<file path="config.mk">
export PLATFORM = sky130hd
export DESIGN_NAME = ddet_ram
export DESIGN_NICKNAME = d
export VERILOG_FILES = /design/src/ddet_ram.sv
export SDC_FILE = /design/constraint.sdc
export NUM_CORES = 1
export LEC_CHECK = 0
export BUFFER_PORTS_ARGS = -buffer_cell sky130_fd_sc_hd__buf_2
export CAP_MARGIN = 20
export CORE_AREA = 2 2 190 192
export CTS_CLUSTER_DIAMETER = 30
export CTS_CLUSTER_SIZE = 10
export DETAILED_ROUTE_END_ITERATION = 10
export DIE_AREA = 0 0 192 194
export GPL_TIMING_DRIVEN = 0
export SYNTH_ARGS = -nofsm -noshare
export SYNTH_HDL_FRONTEND = slang
export SYNTH_SLANG_ARGS = --single-unit
</file>
<file path="constraint.sdc">
create_clock -name clock -period 5.8 [get_ports clock]
set_input_delay 0.29 -clock clock [delete_from_list [all_inputs] [get_ports clock]]
set_output_delay 0.29 -clock clock [all_outputs]
set_load 0.1 [all_outputs]
</file>
<file path="src/ddet_ram.sv">
// Generic simple dual-port RAM: one write port, one registered read port.
// No dependencies.
module ddet_ram #(
   parameter int WIDTH = 16,
   parameter int DEPTH = 16,
   localparam int AW   = (DEPTH > 1) ? $clog2(DEPTH) : 1
) (
   input  logic             clock,
   input  logic             wr_en,
   input  logic [AW-1:0]    wr_addr,
   input  logic [WIDTH-1:0] wr_data,
   input  logic [AW-1:0]    rd_addr,
   output logic [WIDTH-1:0] rd_data
);

   logic [WIDTH-1:0] mem [DEPTH];

   always_ff @(posedge clock) begin
      if (wr_en) begin
         mem[wr_addr] <= wr_data;
      end
   end

   always_ff @(posedge clock) begin
      rd_data <= mem[rd_addr];
   end

endmodule

</file>
; After elaboration in Yosys (flattened, before gate mapping)
; Memory sizes are Yosys's and may differ from the RTL's. A register that Yosys moved wholly into a read port is not among the register bits.
; Cells that the tools add are included.
[word_totals]
regBits = 0
latchBits = 0
ram_bits = 256
mem_bits_ro = 0
in_bits = 26
word_cells = 3
n_memories = 1
[op_classes]
add_sub_neg = 0
multipliers = 0
div_mod_pow = 0
order_cmp = 0
eq_ne = 0
shift = 0
n_mux = 2
n_bitwise = 0
n_reduce_logical = 0
[mem_list]
columns = memory, depth, word_bits, read_ports, rd_clocked_by_memory_dff, write_ports, line_no
row1 = mem, 16, 16, 1, 1, 1, 16  ; logic [WIDTH-1:0] mem [DEPTH];
[ops]
columns = cell, n
row1 = $mux 1, 2

; Longest topological paths before layout
[depth]
word_depth = 2
ltp_mapped = 5
depth_no_buf = 3

; Least setup slack after synthesis
; No wires, ideal clock.
[synth_path]
path_type = input-to-reg
from = input wr_addr[2]
to = memory mem[0][0] (enable)
setup_ps = 409
arrival_ps = 1936
path_slack_ps = 3455
cell_stages = 2
path_buffers = 0
cell_sequence = or3b_2 nor3_1
[synth_rtl]
columns = item, line_no
row1 = start: declaration, 10  ; input logic [AW-1:0] wr_addr,
row2 = end: declaration, 16
; Straight into the memory's write port.

; Worst setup path after layout
[layout_path]
from = input wr_addr[2]
to = memory mem[3][0] (enable)
; Straight into the memory's write port.

==> summary by stage <==
Outcome
The run finished with clean final reports.

Route
The via-per-instance ratio is 4.72. The average wire length per cell after detail routing is 21.6 um. The DRC violation total after the first TritonRoute iteration is 463. The remaining antenna violation count is 0. The first-pass iteration count of the detailed router is 5. The number of remaining DRC errors is 0. The detailed router placed 4,885 vias in this run.

For this block, the routed nets add up to 22.4 mm of wire.

Critical path
The worst setup path is captured at a flip-flop. The family with the most delay on the worst path is simple AND/OR/NAND/NOR gates. The kind of critical path is in2reg.

The critical path goes through buf_2 -> or3b_2 -> nor2_2 -> buf_8. The worst setup path startpoint is wr_addr[2]. The critical-path maximum fanout is 9.

The signal arrival time at the worst endpoint is 1.82 ns. The launch instance of the worst register-to-register path is mem[11][10]$_DFFE_PP_. Together, buffers and inverters on the worst path number 2. The startpoint kind of the worst setup timing path is a primary input. Among all stages on the critical path, the largest delay is contributed by sky130_fd_sc_hd__nor2_2. The worst-case register-to-register setup slack is 4.45 ns. In this design, the stage delay of the slowest critical-path cell is 0.62 ns.

For the worst setup path, the data required time is 6.02 ns.

Finish
In the layout the commonest cells are 256 x sky130_fd_sc_hd__edfxtp_1, 54 x sky130_fd_sc_hd__mux4_2, 47 x sky130_fd_sc_hd__clkbuf_16. At the end of the flow the core is filled with cells to 36.0%. The number of antenna diodes in the final layout is 0. Fill cells in the final layout number 3,205. The multi-input combinational cell area is 0.00196 mm2. The relative area change from synthesis to final layout is 26.3%. The net total in the final layout is 564. The commonest non-fill, non-tap cell in the layout is sky130_fd_sc_hd__edfxtp_1. Registers take 0.00801 mm2.

The fraction of final layout cells with drive strength greater than 1 is 37.1%.

Die
The die covers 0.0372 mm2. The count of boundary I/O pins is 42. The die is 194 um tall. Once the floorplan was initialized, standard cells occupied 28.5% of the core. The core region area is 0.0352 mm2.

The initialized floorplan defines 69 standard-cell rows. The die is 192 um wide.

Placement
The half-perimeter wire length after placement is 14.5 mm. Prior to clock tree synthesis, the placed netlist has a worst setup slack of 3.65 ns. The placer's final routability congestion estimate is 0.704. Port buffering added 39 buffers.

Global route
The overall track demand over capacity in global routing is 12.2%. The first global-routing pass estimated 32.5 mm of wire. The initial antenna violation count is 0. The pin count of the biggest net entering global routing is 17.

The via count of the first global-routing pass is 5,194. The total overflow left after global routing is 0.

Clock tree
The count of instances resized after the clock tree is built is 0. The source-to-sink clock delay at the later pin of the worst-skew pair is 0.52 ns. The CTS sink count is 272. The hold buffer count at cts is 0. After clock tree synthesis, the clock-pin slew on the worst setup and hold paths is 0.05 ns. The number of CTS-inserted buffers is 47.

The cell sitting at the root of the clock tree is a sky130_fd_sc_hd__clkbuf_16. The number of setup buffers added after CTS is 0. The maximum clock path buffer count is 3. The CTS tree is built. The H-tree generated during clock tree synthesis spans 2 levels.

STA
Setup violations remaining at the end of the flow were counted as 0. For the pin with the worst max-slew slack, the measured transition is 1.10 ns. The total count of max-transition violations in the final report is 0.

The worst hold slack is 0.131 ns. Measured against its own limit, the worst slew margin works out to 26.4%. Setup repair after global routing left no endpoint under its margin.

The final count of hold timing violations is 0. Dividing the final minimum period by the clock period gives 27.6%. Based on the critical path, the design can be clocked at up to 624 MHz.

The worst path needs 1.60 ns of the cycle, external delays included. After routing, the total negative slack on setup checks comes to 0 ns. Setup slack on the critical path of the routed design comes to 4.20 ns. Between clock sinks in the finished design, the worst skew comes to 0.0134 ns.

Yosys
By area the synthesized netlist is led by sky130_fd_sc_hd__edfxtp_1 77%, sky130_fd_sc_hd__mux4_2 12%, sky130_fd_sc_hd__dfxtp_1 3.2%, sky130_fd_sc_hd__mux4_1 2.6%, sky130_fd_sc_hd__a22oi_1 2.4%. The sequential cell area fraction in the yosys report is 79.7%. Summing every instance area after synthesis gives 0.0100 mm2. In this run the biggest area consumer among cell types represents 76.5% of the synthesized area. A synthesized cell averages 23.2 um2. The Yosys warning count is 0. The flip-flop and latch count after synthesis is 272. The synthesized design spends more area on one cell type than any other, namely sky130_fd_sc_hd__edfxtp_1. The synthesized net count is 458. The number of distinct standard cells referenced by the synthesized netlist is 19. After technology mapping, the gate count stands at 432.

Hold path
The path class of the tightest hold or removal check is in2reg. The worst min-delay path startpoint is wr_data[4].

Pwr
The worst-case vdd ir drop is 236 uV. The leakage power summed over all cells is 4.16 nW. The power density over the cells is 404 mW/mm2. Summing internal, switching and leakage power gives 5.12 mW.

Job
Max-cap violations in this run came to 0.
## layer usage
metal,share of wire (%),GRT usage [%],wire [um],up-vias
met5,0,0,0,-
met4,2.6,4.33,589,0
met3,7.6,3.49,1700,49
met2,47,18.9,10500,207
met1,43,16.3,9600,2556
li1,-,-,-,2073
## through the flow
stage | cells | instance area [um2]
floorplan | 432 | 10000
global placement | 932 | 10800
detailed placement | 950 | 11200
CTS | 1035 | 12700
global route | 1035 | 12700
finish | 1035 | 12700
## layout make-up
| type | count | share of cell area, % |
|---|---|---|
| Sequential cell | 272 | 63.1 |
| Multi-Input combinational cell | 139 | 15.5 |
| Clock buffer | 50 | 9.36 |
| Tap cell | 461 | 4.55 |
| Timing Repair Buffer | 57 | 3.85 |
| Clock inverter | 35 | 2.65 |
| Buffer | 21 | 0.977 |
## power by group
group,total [mW],internal [mW],switching [mW]
registers,2.21,2.20,0.0109
logic,0.301,0.0867,0.215
clock network,2.61,1.71,0.905
## synth_stat cells (all sizes together)
cell / count
dfxtp: 16
edfxtp: 256
buf: 13
nor2: 13
and2: 1
a22oi: 32
or3b: 1
mux4: 64
clkbuf: 8
nand2: 17
nor3: 4
nor2b: 2
nand2b: 2
nand3b: 2
nand3: 1
## worst reg2reg max path, stage by stage (launching register included)
cell	delay [ns]
sky130_fd_sc_hd__edfxtp_1	0.37
sky130_fd_sc_hd__mux4_2	0.47
sky130_fd_sc_hd__a22oi_1	0.24
sky130_fd_sc_hd__nand2_1	0.14
## worst paths after layout
check | end | cells past startpoint
max | mem[3][0]$_DFFE_PP_ | 4
min | mem[7][4]$_DFFE_PP_ | 1
max reg2reg | rd_data[10]$_DFF_P_ | 3
min reg2reg | rd_data[13]$_DFF_P_ | 3
## kinds of logic (layout without fill, tap and decap cells)
family / count (synthesis) / after routing / share of synthesized area (%)
flops: 272 / 272 / 79.7
mux: 64 / 64 / 14.7
simple gates: 43 / 43 / 1.92
compound gates: 32 / 32 / 2.39
buf+inv: 21 / 163 / 1.23
## state kept, by name, indices dropped and copies added, names as in the netlist
name     cells
mem        256
rd_data     16
Power figures use the tool's default switching activity.
